==> config.mk <==
export PLATFORM = sky130hd
export DESIGN_NAME = terrace_curve_mapper_core_flat
export DESIGN_NICKNAME = d
export VERILOG_FILES = /design/src/hdl/tcm_pkg.sv /design/src/hdl/tcm_channels.sv /design/src/hdl/tcm_point_ram.sv /design/src/hdl/tcm_divider.sv /design/src/hdl/tcm_scaler.sv /design/src/hdl/terrace_curve_mapper_core.sv /design/src/flat_wrapper.sv
export VERILOG_INCLUDE_DIRS = /design/src /design/src/hdl
export SDC_FILE = /design/constraint.sdc
export NUM_CORES = 2
export LEC_CHECK = 0
export ABC_AREA = 0
export BUFFER_PORTS_ARGS = -buffer_cell sky130_fd_sc_hd__buf_4
export CAP_MARGIN = 20
export CORE_MARGIN = 3
export CORE_UTILIZATION = 55
export DETAILED_ROUTE_END_ITERATION = 12
export PLACE_DENSITY = 0.74
export SLEW_MARGIN = 20
export SYNTH_ARGS = -nofsm -noshare
export SYNTH_HDL_FRONTEND = slang
export SYNTH_SLANG_ARGS = --single-unit
==> constraint.sdc <==
create_clock -name clk -period 7.28 [get_ports clk]
set_clock_uncertainty 0.1 [all_clocks]
set_input_delay 0.728 -clock clk [delete_from_list [all_inputs] [get_ports clk]]
set_output_delay 0.728 -clock clk [all_outputs]
set_load 0.005 [all_outputs]
==> src/hdl/terrace_curve_mapper_core_defines.svh <==
// assertion macros for the terrace curve mapper
`ifndef TERRACE_CURVE_MAPPER_CORE_DEFINES_SVH
`define TERRACE_CURVE_MAPPER_CORE_DEFINES_SVH

// same-cycle implication, disabled while reset is low
`define TCM_ASSERT_NOW(label, ck, rn, ante, cons) \
  label: assert property (@(posedge ck) disable iff (!rn) (ante) |-> (cons)) \
    else $error("tcm assertion failed");

// next-cycle implication, disabled while reset is low
`define TCM_ASSERT_NEXT(label, ck, rn, ante, cons) \
  label: assert property (@(posedge ck) disable iff (!rn) (ante) |=> (cons)) \
    else $error("tcm assertion failed");

`endif

==> src/hdl/tcm_pkg.sv <==
// shared types and constants of the terrace curve mapper
`default_nettype none

package tcm_pkg;

  localparam int MAX_POINTS_DEF = 16;
  localparam int VALUE_BITS_DEF = 16;
  localparam int ALPHA_BITS     = 16;
  localparam int KIND_BITS      = 2;
  localparam int STATUS_BITS    = 2;
  localparam int HELD_BITS      = 5;

  typedef enum logic [KIND_BITS-1:0] {
    KIND_EVAL  = 2'd0,
    KIND_ADD   = 2'd1,
    KIND_CLEAR = 2'd2
  } kind_t;

  typedef enum logic [STATUS_BITS-1:0] {
    STAT_OK   = 2'd0,
    STAT_FEW  = 2'd1,
    STAT_FULL = 2'd2,
    STAT_DUP  = 2'd3
  } status_t;

  typedef enum logic [2:0] {
    S_IDLE,
    S_SCAN,
    S_WR,
    S_DIV,
    S_MUL,
    S_DONE
  } state_t;

endpackage

`default_nettype wire

==> src/hdl/tcm_channels.sv <==
// valid/ready channel interfaces for items and results
`default_nettype none

interface tcm_in_if #(
  parameter int VALUE_BITS = tcm_pkg::VALUE_BITS_DEF
);
  logic                               valid;
  logic                               ready;
  logic [tcm_pkg::KIND_BITS-1:0]      kind;
  logic signed [VALUE_BITS-1:0]       sample;
  logic signed [VALUE_BITS-1:0]       point_value;

  modport source (output valid, kind, sample, point_value, input ready);
  modport sink   (input valid, kind, sample, point_value, output ready);
endinterface

interface tcm_out_if #(
  parameter int VALUE_BITS = tcm_pkg::VALUE_BITS_DEF
);
  logic                               valid;
  logic                               ready;
  logic signed [VALUE_BITS-1:0]       mapped_value;
  logic [tcm_pkg::STATUS_BITS-1:0]    status;
  logic [tcm_pkg::HELD_BITS-1:0]      points_held;

  modport source (output valid, mapped_value, status, points_held, input ready);
  modport sink   (input valid, mapped_value, status, points_held, output ready);
endinterface

`default_nettype wire

==> src/hdl/tcm_point_ram.sv <==
// control point table, one write and one registered read port
`default_nettype none

module tcm_point_ram #(
  parameter int DEPTH = tcm_pkg::MAX_POINTS_DEF,
  parameter int WIDTH = tcm_pkg::VALUE_BITS_DEF
) (
  input  wire logic                       clk,
  input  wire logic                       wr_en,
  input  wire logic [$clog2(DEPTH)-1:0]   wr_addr,
  input  wire logic signed [WIDTH-1:0]    wr_data,
  input  wire logic                       rd_en,
  input  wire logic [$clog2(DEPTH)-1:0]   rd_addr,
  output logic signed [WIDTH-1:0]         rd_data
);

  logic signed [WIDTH-1:0] mem [DEPTH];

  always_ff @(posedge clk) begin
    if (wr_en) begin
      mem[wr_addr] <= wr_data;
    end
  end

  always_ff @(posedge clk) begin
    if (rd_en) begin
      rd_data <= mem[rd_addr];
    end
  end

endmodule

`default_nettype wire

==> src/hdl/tcm_divider.sv <==
// restoring divider, one quotient bit per cycle, numerator below denominator
`default_nettype none

module tcm_divider #(
  parameter int VALUE_BITS = tcm_pkg::VALUE_BITS_DEF
) (
  input  wire logic                            clk,
  input  wire logic                            rst_n,
  input  wire logic                            start_i,
  input  wire logic [VALUE_BITS-1:0]           numer_i,
  input  wire logic [VALUE_BITS-1:0]           denom_i,
  output logic                                 done_o,
  output logic [tcm_pkg::ALPHA_BITS-1:0]       quot_o
);

  localparam int QB = tcm_pkg::ALPHA_BITS;
  localparam int SW = $clog2(QB + 1);

  logic                  busy_r, busy_nxt;
  logic                  done_r, done_nxt;
  logic [SW-1:0]         step_r, step_nxt;
  logic [VALUE_BITS-1:0] rem_r, rem_nxt;
  logic [VALUE_BITS-1:0] den_r, den_nxt;
  logic [QB-1:0]         quot_r, quot_nxt;
  logic [VALUE_BITS:0]   rem_sh;
  logic [VALUE_BITS:0]   rem_diff;
  logic                  fits;

  assign rem_sh   = {rem_r, 1'b0};
  assign rem_diff = rem_sh - {1'b0, den_r};
  assign fits     = rem_sh >= {1'b0, den_r};

  always_comb begin
    busy_nxt = busy_r;
    done_nxt = 1'b0;
    step_nxt = step_r;
    rem_nxt  = rem_r;
    den_nxt  = den_r;
    quot_nxt = quot_r;
    if (start_i) begin
      busy_nxt = 1'b1;
      step_nxt = SW'(QB);
      rem_nxt  = numer_i;
      den_nxt  = denom_i;
    end else if (busy_r) begin
      rem_nxt  = fits ? rem_diff[VALUE_BITS-1:0] : rem_sh[VALUE_BITS-1:0];
      quot_nxt = {quot_r[QB-2:0], fits};
      step_nxt = step_r - SW'(1);
      if (step_r == SW'(1)) begin
        busy_nxt = 1'b0;
        done_nxt = 1'b1;
      end
    end
  end

  always_ff @(posedge clk) begin
    if (!rst_n) begin
      busy_r <= 1'b0;
      done_r <= 1'b0;
    end else begin
      busy_r <= busy_nxt;
      done_r <= done_nxt;
    end
  end

  always_ff @(posedge clk) begin
    step_r <= step_nxt;
    rem_r  <= rem_nxt;
    den_r  <= den_nxt;
    quot_r <= quot_nxt;
  end

  assign done_o = done_r;
  assign quot_o = quot_r;

endmodule

`default_nettype wire

==> src/hdl/tcm_scaler.sv <==
// squares the blend factor and scales the span, two registered stages
`default_nettype none

module tcm_scaler #(
  parameter int VALUE_BITS = tcm_pkg::VALUE_BITS_DEF
) (
  input  wire logic                          clk,
  input  wire logic                          rst_n,
  input  wire logic                          start_i,
  input  wire logic [tcm_pkg::ALPHA_BITS:0]  alpha_i,
  input  wire logic [VALUE_BITS-1:0]         span_i,
  output logic                               done_o,
  output logic [VALUE_BITS-1:0]              mag_o
);

  localparam int AF = tcm_pkg::ALPHA_BITS;
  localparam int PW = VALUE_BITS + AF + 1;
  localparam logic [PW-1:0] ROUND = PW'(1) << (AF - 1);

  logic                  v1_r, v2_r;
  logic [AF:0]           a2_r;
  logic [VALUE_BITS-1:0] span_r;
  logic [PW-1:0]         prod_r;
  logic [2*AF+1:0]       sq;
  logic [PW-1:0]         prod;

  assign sq   = alpha_i * alpha_i;
  assign prod = span_r * a2_r + ROUND;

  always_ff @(posedge clk) begin
    if (!rst_n) begin
      v1_r <= 1'b0;
      v2_r <= 1'b0;
    end else begin
      v1_r <= start_i;
      v2_r <= v1_r;
    end
  end

  always_ff @(posedge clk) begin
    a2_r   <= sq[2*AF:AF];
    span_r <= span_i;
    prod_r <= prod;
  end

  assign done_o = v2_r;
  assign mag_o  = prod_r[VALUE_BITS+AF-1:AF];

endmodule

`default_nettype wire

==> src/hdl/terrace_curve_mapper_core.sv <==
// top level: item sequencer around the point table, divider and scaler
// path from accept to result valid: clear, unused kind, full table and too few points go
//   straight to the result; add runs a check pass, then a shift pass and a write (an empty
//   table is written at once); duplicate ends the check pass; evaluate scans the table and,
//   when the sample lies between two points, runs the serial divide and 2 multiply stages
// throughput: one item at a time; the next item is taken while a result waits
//   in the output register, the table scans and the serial divider set the rate
// reset: point count and invert mode cleared, table contents undefined until written
`default_nettype none

`include "terrace_curve_mapper_core_defines.svh"

module terrace_curve_mapper_core #(
  parameter int MAX_POINTS = tcm_pkg::MAX_POINTS_DEF,
  parameter int VALUE_BITS = tcm_pkg::VALUE_BITS_DEF
) (
  input  wire logic  clk,
  input  wire logic  rst_n,
  tcm_in_if.sink     in_ch,
  tcm_out_if.source  out_ch,
  input  wire logic  cfg_wr_en,
  input  wire logic  cfg_wr_data
);

  localparam int IW = $clog2(MAX_POINTS);
  localparam int CW = $clog2(MAX_POINTS + 1);
  localparam int VB = VALUE_BITS;
  localparam int AF = tcm_pkg::ALPHA_BITS;
  localparam logic [AF:0] ALPHA_ONE = {1'b1, {AF{1'b0}}};

  tcm_pkg::state_t  state_r, state_nxt;
  tcm_pkg::kind_t   kind_r, kind_nxt;
  tcm_pkg::status_t res_stat_r, res_stat_nxt;
  tcm_pkg::status_t out_stat_r, out_stat_nxt;

  logic                 inv_r;
  logic [CW-1:0]        count_r, count_nxt;
  logic [CW-1:0]        rem_r, rem_nxt;
  logic                 shift_r, shift_nxt;
  logic                 chk_vld_r, chk_vld_nxt;
  logic [IW-1:0]        chk_idx_r, chk_idx_nxt;
  logic [IW-1:0]        ins_idx_r, ins_idx_nxt;
  logic signed [VB-1:0] v_r, v_nxt;
  logic signed [VB-1:0] prev_r, prev_nxt;
  logic signed [VB-1:0] p0_r, p0_nxt;
  logic signed [VB-1:0] p1_r, p1_nxt;
  logic [VB-1:0]        span_r, span_nxt;
  logic [VB-1:0]        res_val_r, res_val_nxt;
  logic                 out_valid_r, out_valid_nxt;
  logic [VB-1:0]        out_val_r, out_val_nxt;
  logic [tcm_pkg::HELD_BITS-1:0] out_held_r, out_held_nxt;

  logic                 in_acc;
  logic                 out_load;
  logic                 ram_wr_en, ram_rd_en;
  logic [IW-1:0]        ram_wr_addr, ram_rd_addr;
  logic signed [VB-1:0] ram_wr_data, ram_rd_data;
  logic                 div_start, div_done;
  logic [AF-1:0]        div_quot;
  logic                 mul_start, mul_done;
  logic [AF:0]          alpha;
  logic [VB-1:0]        mul_mag;
  logic                 hit, eq, lt, last;
  logic [IW-1:0]        chk_up;

  assign in_acc   = in_ch.valid && in_ch.ready;
  assign hit      = v_r < ram_rd_data;
  assign eq       = ram_rd_data == v_r;
  assign lt       = ram_rd_data < v_r;
  assign last     = CW'(chk_idx_r) == (count_r - CW'(1));
  assign chk_up   = chk_idx_r + IW'(1);
  assign out_load = (state_r == tcm_pkg::S_DONE) && (!out_valid_r || out_ch.ready);
  assign alpha    = inv_r ? (ALPHA_ONE - {1'b0, div_quot}) : {1'b0, div_quot};

  tcm_point_ram #(.DEPTH(MAX_POINTS), .WIDTH(VB)) u_ram (
    .clk     (clk),
    .wr_en   (ram_wr_en),
    .wr_addr (ram_wr_addr),
    .wr_data (ram_wr_data),
    .rd_en   (ram_rd_en),
    .rd_addr (ram_rd_addr),
    .rd_data (ram_rd_data)
  );

  tcm_divider #(.VALUE_BITS(VB)) u_div (
    .clk     (clk),
    .rst_n   (rst_n),
    .start_i (div_start),
    .numer_i (VB'(v_r - prev_r)),
    .denom_i (VB'(ram_rd_data - prev_r)),
    .done_o  (div_done),
    .quot_o  (div_quot)
  );

  tcm_scaler #(.VALUE_BITS(VB)) u_mul (
    .clk     (clk),
    .rst_n   (rst_n),
    .start_i (mul_start),
    .alpha_i (alpha),
    .span_i  (span_r),
    .done_o  (mul_done),
    .mag_o   (mul_mag)
  );

  // next state
  always_comb begin
    state_nxt = state_r;
    case (state_r)
      tcm_pkg::S_IDLE: begin
        if (in_acc) begin
          case (tcm_pkg::kind_t'(in_ch.kind))
            tcm_pkg::KIND_EVAL: begin
              state_nxt = (count_r < CW'(2)) ? tcm_pkg::S_DONE : tcm_pkg::S_SCAN;
            end
            tcm_pkg::KIND_ADD: begin
              if (count_r >= CW'(MAX_POINTS)) begin
                state_nxt = tcm_pkg::S_DONE;
              end else if (count_r == '0) begin
                state_nxt = tcm_pkg::S_WR;
              end else begin
                state_nxt = tcm_pkg::S_SCAN;
              end
            end
            default: state_nxt = tcm_pkg::S_DONE;
          endcase
        end
      end
      tcm_pkg::S_SCAN: begin
        if (chk_vld_r) begin
          if (kind_r == tcm_pkg::KIND_EVAL) begin
            if (hit) begin
              state_nxt = (chk_idx_r == '0) ? tcm_pkg::S_DONE : tcm_pkg::S_DIV;
            end else if (last) begin
              state_nxt = tcm_pkg::S_DONE;
            end
          end else begin
            if (eq) begin
              state_nxt = tcm_pkg::S_DONE;
            end else if (shift_r && (lt || chk_idx_r == '0)) begin
              state_nxt = tcm_pkg::S_WR;
            end
          end
        end
      end
      tcm_pkg::S_WR:  state_nxt = tcm_pkg::S_DONE;
      tcm_pkg::S_DIV: if (div_done) state_nxt = tcm_pkg::S_MUL;
      tcm_pkg::S_MUL: if (mul_done) state_nxt = tcm_pkg::S_DONE;
      tcm_pkg::S_DONE: if (out_load) state_nxt = tcm_pkg::S_IDLE;
      default: state_nxt = tcm_pkg::S_IDLE;
    endcase
  end

  // datapath and memory control
  always_comb begin
    kind_nxt      = kind_r;
    v_nxt         = v_r;
    count_nxt     = count_r;
    rem_nxt       = rem_r;
    shift_nxt     = shift_r;
    chk_vld_nxt   = 1'b0;
    chk_idx_nxt   = chk_idx_r;
    ins_idx_nxt   = ins_idx_r;
    prev_nxt      = prev_r;
    p0_nxt        = p0_r;
    p1_nxt        = p1_r;
    span_nxt      = span_r;
    res_val_nxt   = res_val_r;
    res_stat_nxt  = res_stat_r;
    ram_rd_en     = 1'b0;
    ram_rd_addr   = '0;
    ram_wr_en     = 1'b0;
    ram_wr_addr   = chk_up;
    ram_wr_data   = ram_rd_data;
    div_start     = 1'b0;
    mul_start     = 1'b0;
    out_valid_nxt = out_valid_r && !out_ch.ready;
    out_val_nxt   = out_val_r;
    out_stat_nxt  = out_stat_r;
    out_held_nxt  = out_held_r;
    case (state_r)
      tcm_pkg::S_IDLE: begin
        if (in_acc) begin
          kind_nxt     = tcm_pkg::kind_t'(in_ch.kind);
          v_nxt        = (tcm_pkg::kind_t'(in_ch.kind) == tcm_pkg::KIND_ADD) ?
                         in_ch.point_value : in_ch.sample;
          rem_nxt      = count_r;
          shift_nxt    = 1'b0;
          ins_idx_nxt  = '0;
          res_val_nxt  = '0;
          res_stat_nxt = tcm_pkg::STAT_OK;
          case (tcm_pkg::kind_t'(in_ch.kind))
            tcm_pkg::KIND_EVAL: begin
              if (count_r < CW'(2)) res_stat_nxt = tcm_pkg::STAT_FEW;
            end
            tcm_pkg::KIND_ADD: begin
              if (count_r >= CW'(MAX_POINTS)) res_stat_nxt = tcm_pkg::STAT_FULL;
            end
            tcm_pkg::KIND_CLEAR: count_nxt = '0;
            default: ;
          endcase
        end
      end
      tcm_pkg::S_SCAN: begin
        ram_rd_en   = rem_r != '0;
        ram_rd_addr = (kind_r == tcm_pkg::KIND_EVAL) ? IW'(count_r - rem_r) :
                      IW'(rem_r - CW'(1));
        if (ram_rd_en) begin
          rem_nxt     = rem_r - CW'(1);
          chk_idx_nxt = ram_rd_addr;
        end
        chk_vld_nxt = ram_rd_en && (state_nxt == tcm_pkg::S_SCAN);
        if (chk_vld_r) begin
          if (kind_r == tcm_pkg::KIND_EVAL) begin
            prev_nxt = ram_rd_data;
            if (hit && chk_idx_r != '0) begin
              p0_nxt    = prev_r;
              p1_nxt    = ram_rd_data;
              span_nxt  = VB'(ram_rd_data - prev_r);
              div_start = 1'b1;
            end else if (hit || last) begin
              res_val_nxt = ram_rd_data;
            end
          end else begin
            if (eq) begin
              res_stat_nxt = tcm_pkg::STAT_DUP;
            end else if (!shift_r) begin
              // no duplicate held, rescan from the top and shift entries up
              if (lt || chk_idx_r == '0) begin
                rem_nxt     = count_r;
                shift_nxt   = 1'b1;
                chk_vld_nxt = 1'b0;
              end
            end else if (lt) begin
              ins_idx_nxt = chk_up;
            end else begin
              ram_wr_en   = 1'b1;
              ins_idx_nxt = '0;
            end
          end
        end
      end
      tcm_pkg::S_WR: begin
        ram_wr_en   = 1'b1;
        ram_wr_addr = ins_idx_r;
        ram_wr_data = v_r;
        count_nxt   = count_r + CW'(1);
      end
      tcm_pkg::S_DIV: begin
        mul_start = div_done;
      end
      tcm_pkg::S_MUL: begin
        if (mul_done) begin
          res_val_nxt = inv_r ? (p1_r - mul_mag) : (p0_r + mul_mag);
        end
      end
      tcm_pkg::S_DONE: begin
        if (out_load) begin
          out_valid_nxt = 1'b1;
          out_val_nxt   = res_val_r;
          out_stat_nxt  = res_stat_r;
          out_held_nxt  = tcm_pkg::HELD_BITS'(count_r);
        end
      end
      default: ;
    endcase
  end

  always_ff @(posedge clk) begin
    if (!rst_n) begin
      state_r     <= tcm_pkg::S_IDLE;
      count_r     <= '0;
      chk_vld_r   <= 1'b0;
      out_valid_r <= 1'b0;
      inv_r       <= 1'b0;
    end else begin
      state_r     <= state_nxt;
      count_r     <= count_nxt;
      chk_vld_r   <= chk_vld_nxt;
      out_valid_r <= out_valid_nxt;
      if (cfg_wr_en) inv_r <= cfg_wr_data;
    end
  end

  always_ff @(posedge clk) begin
    kind_r     <= kind_nxt;
    v_r        <= v_nxt;
    rem_r      <= rem_nxt;
    shift_r    <= shift_nxt;
    chk_idx_r  <= chk_idx_nxt;
    ins_idx_r  <= ins_idx_nxt;
    prev_r     <= prev_nxt;
    p0_r       <= p0_nxt;
    p1_r       <= p1_nxt;
    span_r     <= span_nxt;
    res_val_r  <= res_val_nxt;
    res_stat_r <= res_stat_nxt;
    out_val_r  <= out_val_nxt;
    out_stat_r <= out_stat_nxt;
    out_held_r <= out_held_nxt;
  end

  assign in_ch.ready         = state_r == tcm_pkg::S_IDLE;
  assign out_ch.valid        = out_valid_r;
  assign out_ch.mapped_value = out_val_r;
  assign out_ch.status       = out_stat_r;
  assign out_ch.points_held  = out_held_r;

  `TCM_ASSERT_NOW(a_count_in_range, clk, rst_n, 1'b1, count_r <= CW'(MAX_POINTS))
  `TCM_ASSERT_NOW(a_wr_in_table, clk, rst_n, ram_wr_en, CW'(ram_wr_addr) <= count_r)
  `TCM_ASSERT_NOW(a_wr_states, clk, rst_n, ram_wr_en,
                  state_r == tcm_pkg::S_SCAN || state_r == tcm_pkg::S_WR)
  `TCM_ASSERT_NEXT(a_clear_empties, clk, rst_n, in_acc && in_ch.kind == tcm_pkg::KIND_CLEAR, count_r == '0)

endmodule

`default_nettype wire

==> src/flat_wrapper.sv <==
// flat-port wrapper written by rule: the top's interface ports become plain ports
module terrace_curve_mapper_core_flat 
#(
  parameter int MAX_POINTS = tcm_pkg::MAX_POINTS_DEF,
  parameter int VALUE_BITS = tcm_pkg::VALUE_BITS_DEF
)
  (clk, rst_n, cfg_wr_en, cfg_wr_data, in_ch_valid, in_ch_kind, in_ch_sample, in_ch_point_value, in_ch_ready, out_ch_valid, out_ch_mapped_value, out_ch_status, out_ch_points_held, out_ch_ready);
  tcm_in_if #(.VALUE_BITS(VALUE_BITS)) in_ch_i ();
  tcm_out_if #(.VALUE_BITS(VALUE_BITS)) out_ch_i ();
  input  wire logic clk;
  input  wire logic rst_n;
  input  wire logic cfg_wr_en;
  input  wire logic cfg_wr_data;
  input wire logic [$bits(in_ch_i.valid)-1:0] in_ch_valid;
  input wire logic [$bits(in_ch_i.kind)-1:0] in_ch_kind;
  input wire logic [$bits(in_ch_i.sample)-1:0] in_ch_sample;
  input wire logic [$bits(in_ch_i.point_value)-1:0] in_ch_point_value;
  output wire logic [$bits(in_ch_i.ready)-1:0] in_ch_ready;
  output wire logic [$bits(out_ch_i.valid)-1:0] out_ch_valid;
  output wire logic [$bits(out_ch_i.mapped_value)-1:0] out_ch_mapped_value;
  output wire logic [$bits(out_ch_i.status)-1:0] out_ch_status;
  output wire logic [$bits(out_ch_i.points_held)-1:0] out_ch_points_held;
  input wire logic [$bits(out_ch_i.ready)-1:0] out_ch_ready;
  assign in_ch_i.valid = in_ch_valid;
  assign in_ch_i.kind = in_ch_kind;
  assign in_ch_i.sample = in_ch_sample;
  assign in_ch_i.point_value = in_ch_point_value;
  assign in_ch_ready = in_ch_i.ready;
  assign out_ch_valid = out_ch_i.valid;
  assign out_ch_mapped_value = out_ch_i.mapped_value;
  assign out_ch_status = out_ch_i.status;
  assign out_ch_points_held = out_ch_i.points_held;
  assign out_ch_i.ready = out_ch_ready;
  terrace_curve_mapper_core #(.MAX_POINTS(MAX_POINTS), .VALUE_BITS(VALUE_BITS)) u_core (.clk(clk), .rst_n(rst_n), .in_ch(in_ch_i), .out_ch(out_ch_i), .cfg_wr_en(cfg_wr_en), .cfg_wr_data(cfg_wr_data));
endmodule
== After elaboration in Yosys (flattened, before gate mapping) ==
Memory sizes are Yosys's and may differ from the RTL's. A register that Yosys moved wholly into a read port is not among the register bits.
Cells that the tools add are included.

* Register bits: 270
* Memory bits (writable): 256
* Input port bits: 40
* Output and inout bits: 25
* Logic and storage cells: 204
* Memories kept: 1

* $add $sub $neg: 13
* $mul: 2
* Order comparisons: 5
* Equal/unequal tests: 22
* Mux-type cells: 90
* Bitwise gates (word level): 3
* Reductions and logical operators: 37

{| class="wikitable"
|+ Memories
! name !! words !! bits a word !! rd ports !! clocked after memory_dff !! write ports !! line !! RTL
|-
| u_core.u_ram.mem || 16 || 16 || 1 || 1 || 1 || tcm_point_ram.sv:17 || <nowiki>logic signed [WIDTH-1:0] mem [DEPTH];</nowiki>
|}

{| class="wikitable"
|+ Operators with widths
! cell !! number
|-
| $mux 16 || 12
|-
| $sub 16x16->16 || 4
|-
| $pmux 16 s3 || 1
|-
| $mux 5 || 9
|-
| $mux 3 || 13
|-
| $mux 4 || 9
|-
| $mul 17x17->33 || 1
|-
| $add 32x16->32 const B || 1
|-
| $lt 16x16->1 || 2
|-
| $mul 16x17->32 || 1
|-
| $mux 1 || 30
|-
| $pmux 5 s2 || 2
|-
| $pmux 3 s6 || 1
|-
| $ge 17x16->1 || 1
|-
| $mux 17 || 1
|-
| $sub 17x16->17 const A || 1
|-
| $add 16x16->16 || 1
|-
| $eq 16x16->1 || 1
|-
| $sub 5x1->5 const B || 3
|-
| $reduce_and 2->1 || 7
|-
| $mux 2 || 6
|-
| $ne 2x2->1 const B || 6
|-
| $ne 2x1->1 const B || 5
|-
| $reduce_and 5->1 || 2
|-
| 33 further kinds || 52
|}

== Longest topological paths before layout ==
* Word-level depth: 15
* Gate-level depth with buffers: 31
* Depth with buffers taken out: 30

== Hierarchy ==
A second synthesis with hierarchy kept.

* Cells, all modules: 3638
* Area total of the unflattened synthesis: 40765.3 µm²

{| class="wikitable"
|+ Modules (own cells, without submodules)
! module !! instances !! cells an instance !! area an instance (µm²) !! sequential area each (µm²)
|-
| tcm_scaler || 1 || 1990 || 17973.5 || 1021.0
|-
| tcm_point_ram || 1 || 432 || 10202.3 || 8167.8
|-
| terrace_curve_mapper_core || 1 || 948 || 9658.0 || 4334.2
|-
| tcm_divider || 1 || 268 || 2931.6 || 1581.5
|}

== Worst setup path before layout ==
OpenSTA, ideal clock, no wires.

* Path type: register -> register
* Start point: register u_core.u_div.quot_r[0], in the netlist u_core.u_div.quot_o[0]
* End point: register u_core.u_mul.a2_r[16]
* Setup time: 127 ps
* Arrival: 7564 ps
* Data required time: 7053 ps
* Path slack: -511 ps
* Cell stages (with the launch flop): 29
* Buffers on the path: 2
* Period minus slack after synthesis: 7791 ps
* Cells stage by stage: edfxtp_1 -> clkbuf_1 -> clkinv_1 -> ha_1 -> nand4_1 -> or3_4 -> o21ai_0 -> xor2_1 -> inv_1 -> clkbuf_1 -> nand2_1 -> fa_1 -> fa_1 -> inv_1 -> fa_1 -> fa_1 -> fa_1 -> inv_1 -> fa_1 -> inv_1 -> ha_1 -> a2111oi_0 -> o21ai_1 -> a221o_1 -> a22o_1 -> a311oi_1 -> nor2_1 -> and4_1 -> or3_1

* Word-level cells in the longest chain between the ends: 3

{| class="wikitable"
|+ Ends and longest elaborated chain
! item !! line !! RTL
|-
| start, declared || tcm_divider.sv:24 || <nowiki>logic [QB-1:0] quot_r, quot_nxt;</nowiki>
|-
| start signal, assigned || tcm_divider.sv:70 || <nowiki>quot_r <= quot_nxt;</nowiki>
|-
| $sub 17x16->17 || terrace_curve_mapper_core.sv:73 || <nowiki>assign alpha = inv_r ? (ALPHA_ONE - {1'b0, div_quot}) : {1'b0, div_quot};</nowiki>
|-
| $mux 17 (*) || terrace_curve_mapper_core.sv:73 ||
|-
| $mul 17x17->33 (*) || tcm_scaler.sv:27 || <nowiki>assign sq = alpha_i * alpha_i;</nowiki>
|-
| named net u_core.u_mul.sq[32] || tcm_scaler.sv:24 || <nowiki>logic [2*AF+1:0] sq;</nowiki>
|-
| end signal, assigned || tcm_scaler.sv:41 || <nowiki>a2_r <= sq[2*AF:AF];</nowiki>
|-
| end, declared || tcm_scaler.sv:21 || <nowiki>logic [AF:0] a2_r;</nowiki>
|}

Mark *: on every way through the listed nets, which the timed path passes. The rest lies on a longest branch.
A chain may end at the register's enable or synchronous reset.

== Worst setup path in the final report ==
* Start point: register u_core.u_div.quot_r[1], in the netlist u_core.u_div.quot_o[1]
* End point: register u_core.u_mul.a2_r[16]

Same word-level chain as after synthesis.

==> flow_summary.yaml <==
critical_path:
  crit_top_cell: "fa_1"
  critPathKind: "register to register"
  startpoint_type: "register"
  crit_path_end_kind: "register"
  max_stage_delay_ps: 550
  cp.arrival_ps: 7910
  crit_required_ps: 7660
  crit_slowest_cell: "fa_1"
  worstPathMaxFanout: 4
route:
  ant_nets: 0
  viasPerCell: 5.52
  drc_errors: 0
  routed_wl_mm: 92.3
  drt-pass1-iter-count: 5
  drtIter0Drc: 2009
  via_count: 27200
  wl_per_cell_um: 18.8
yosys:
  ys_seq_elements: 526
  synth-edff-count: 457
  syn_avg_cell_area_um2: 10.7
  synth_seq_area_share_pct: 37.9
  synth_top_area_share_pct: 34.5
  yosysUniqueCellTypes: 80
  netlist_top_cells_area: "edfxtp_1 34%, fa_1 20%, ha_1 10%, inv_1 5.9%, nand2_1 4.4%"
  synth-main-ff-cell: "edfxtp_1"
  yosysWarnings: 0
  synth_area_um2: 39800
  async_flop_share_pct: 0
  netlist_instances: 3733
  yosys.area.top_type: "edfxtp_1"
placement:
  io_buffers: 64
  dpl.cell_count: 4804
  place_congestion: 0.899
  dp_hpwl_mm: 69.6
timing:
  setup_tns_ps: -591
  clock.fmax_ghz: 0.133
  finalCritPeriodShare_pct: 103
  maxSlewHeadroom_pct: 26.9
  layout_min_cycle_time_ps: 7530
  final_max_slew_viol_count: 0
  finalHoldViolations: 0
  grt_setup_unrepaired: "true"
  setup_viol: 5
  finalWorstSetupSlack_ps: -251
  worst_pin_slew_ps: 1090
global_routing:
  grt_max_degree: 61
  grt_pass1_wl_mm: 147
  grt_pass1_vias: 27700
  grt_overflow: 0
  grtUsageTotal_pct: 24.8
  antenna_found_initial: 1
worst_hold_path:
  hold_path.class: "input port to register"
floorplanning:
  start_util_pct: 55.6
  fp.dieH_um: 275
  ios: 65
  dieArea_um2: 75600
  die_w_um: 275
  num_rows: 98
  core_um2: 71600
run_status:
  failed_checks: "negative setup slack"
  status: "finished with violations"
finish:
  drive_gt1_share_pct: 12.2
  multi_input_area_um2: 22400
  seqCellArea_um2: 15100
  final_util_pct: 62.6
  fillCellCount: 5613
  final_nets: 4688
  fin_cells: 4922
  area_delta_synth_final_pct: 12.7
clock_network:
  clk_latency_ps: 630
  clock_path_buffers: 3
  clock-sinks: 526
  cts_tree: "done"
  htree_levels: 2
  cts_root_buf: "clkbuf_16"
  cts_buffers: 53
  path_clk_slew_ps: 70
job:
  cap_violations: 0
[layer usage]
metal / vias to the layer above / track usage (%) / wire length (um)
met5: - / 0 / 9
met4: 2 / 6.82 / 2580
met3: 160 / 2.86 / 5400
met2: 865 / 41.9 / 44700
met1: 13400 / 34.3 / 39600
li1: 12700 / - / -
[metrics by stage]
step	hold slack [ps]	setup slack, ps	cell area [um2]
2_1_floorplan	223	-48.2	40000
3_3_place_gp	224	-215	42500
3_5_place_dp	227	-396	42500
4_1_cts	187	-197	44500
5_1_grt	197	-526	44800
6_report	216	-251	44800
[layout make-up]
class / instances / share of cell area [%]
inverters: 638 / 5.35
well taps: 950 / 2.65
multi-input cells: 2451 / 49.9
flip-flops and latches: 526 / 33.7
clock buffers: 64 / 3.05
repair buffers: 259 / 4.41
diodes: 1 / 0.00558
clock inverters: 33 / 0.926
[layout by cell type, fill, tap and decap left out, drive strengths merged, types with 18 or more instances in the layout]
master,n
o22ai,21
nor3,35
o221ai,19
buf,259
mux2,18
mux2i,65
o21ai,141
fa,401
clkbuf,64
nor2b,19
a21o,36
inv,639
a31oi,40
xor2,51
edfxtp,457
and2,115
ha,318
clkinv,24
and3,42
o21a,26
nand2,471
nor2,207
a21oi,114
xnor2,91
nand3,24
dfxtp,69
[critical path: cells and delay by family, from the launching register on]
family                   cells  cell delay [ps]
XOR/XNOR                     1              290
flip-flops                   1              420
AND/OR/NAND/NOR              7             1000
AO/OA/AOI/OAI                7             1740
adder cells (fa/ha/maj)      7             3090
buffers and inverters        7              700
[logic make-up (layout without fill, tap and decap cells)]
family,after synthesis,count (layout),share of synthesized area [%]
AO/OA/AOI/OAI,501,501,7.91
flip-flops,526,526,37.9
other,2,13,0.0189
adder cells (fa/ha/maj),719,719,30.2
buffers and inverters,766,994,7.25
XOR/XNOR,142,142,3.12
AND/OR/NAND/NOR,991,991,11.3
multiplexers,86,86,2.31
[path summary, 6_finish.rpt]
kind / startpoint / to / slack (ps) / cells past startpoint
setup / recovery: u_core.u_div.quot_o[1] / u_core.u_mul.a2_r[16] / -250 / 29
hold / removal: in_ch_kind[0] / u_core.kind_r[0] / 220 / 1
setup reg to reg: u_core.u_div.quot_o[1] / u_core.u_mul.a2_r[16] / -250 / 29
hold reg to reg: u_core.span_r[2] / u_core.u_mul.span_r[2] / 240 / 0
[cell usage after synthesis, types with 4 or more instances]
library cell	instances
inv_1	630
nand2_1	471
edfxtp_1	457
fa_1	401
ha_1	318
nor2_1	205
o21ai_0	138
a21oi_1	114
and2_1	114
clkbuf_1	114
xnor2_1	91
dfxtp_1	69
mux2i_1	65
xor2_1	51
and3_1	42
a31oi_1	40
a21o_1	36
nor3_1	35
o21a_1	26
nand3_1	23
o22ai_1	21
nor2b_1	19
o221ai_1	19
a211oi_1	17
mux2_2	17
nand2b_1	17
nand4_1	16
or3_1	14
o31ai_1	12
o21bai_1	10
a21boi_0	8
buf_1	8
o211ai_1	8
or2_2	8
a211o_1	5
buf_2	5
inv_2	5
a221oi_1	4
a22o_1	4
a311oi_1	4
and4_1	4
nor4_1	4
[registers in the layout (all words and copies together) (netlist names), 16 cells and up]
name and count:
u_core.u_div.rem_r 16, u_core.res_val_r 16, u_core.v_r 16, u_core.u_ram.mem 256
u_core.p0_r 16, u_core.out_ch.mapped_value 16, u_core.u_ram.rd_data 16, u_core.u_mul.prod_r 16
u_core.p1_r 16, u_core.u_mul.span_r 16, u_core.u_div.quot_o 16, u_core.span_r 16
u_core.prev_r 16, u_core.u_div.den_r 16, u_core.u_mul.a2_r 17
[what timing repair did]
action | in CTS | in global routing
buffers inserted | 10 | 11
hold buffers | 0 | 0
endpoints found under the setup margin | 8 | 13
hold endpoints to repair | 0 | 0
pin swaps | 30 | 23
resized for setup | 37 | 53
Power is left out: the tool's default activity adds up to more than one toggle a clock period on the data nets, which glitch-free logic cannot reach.
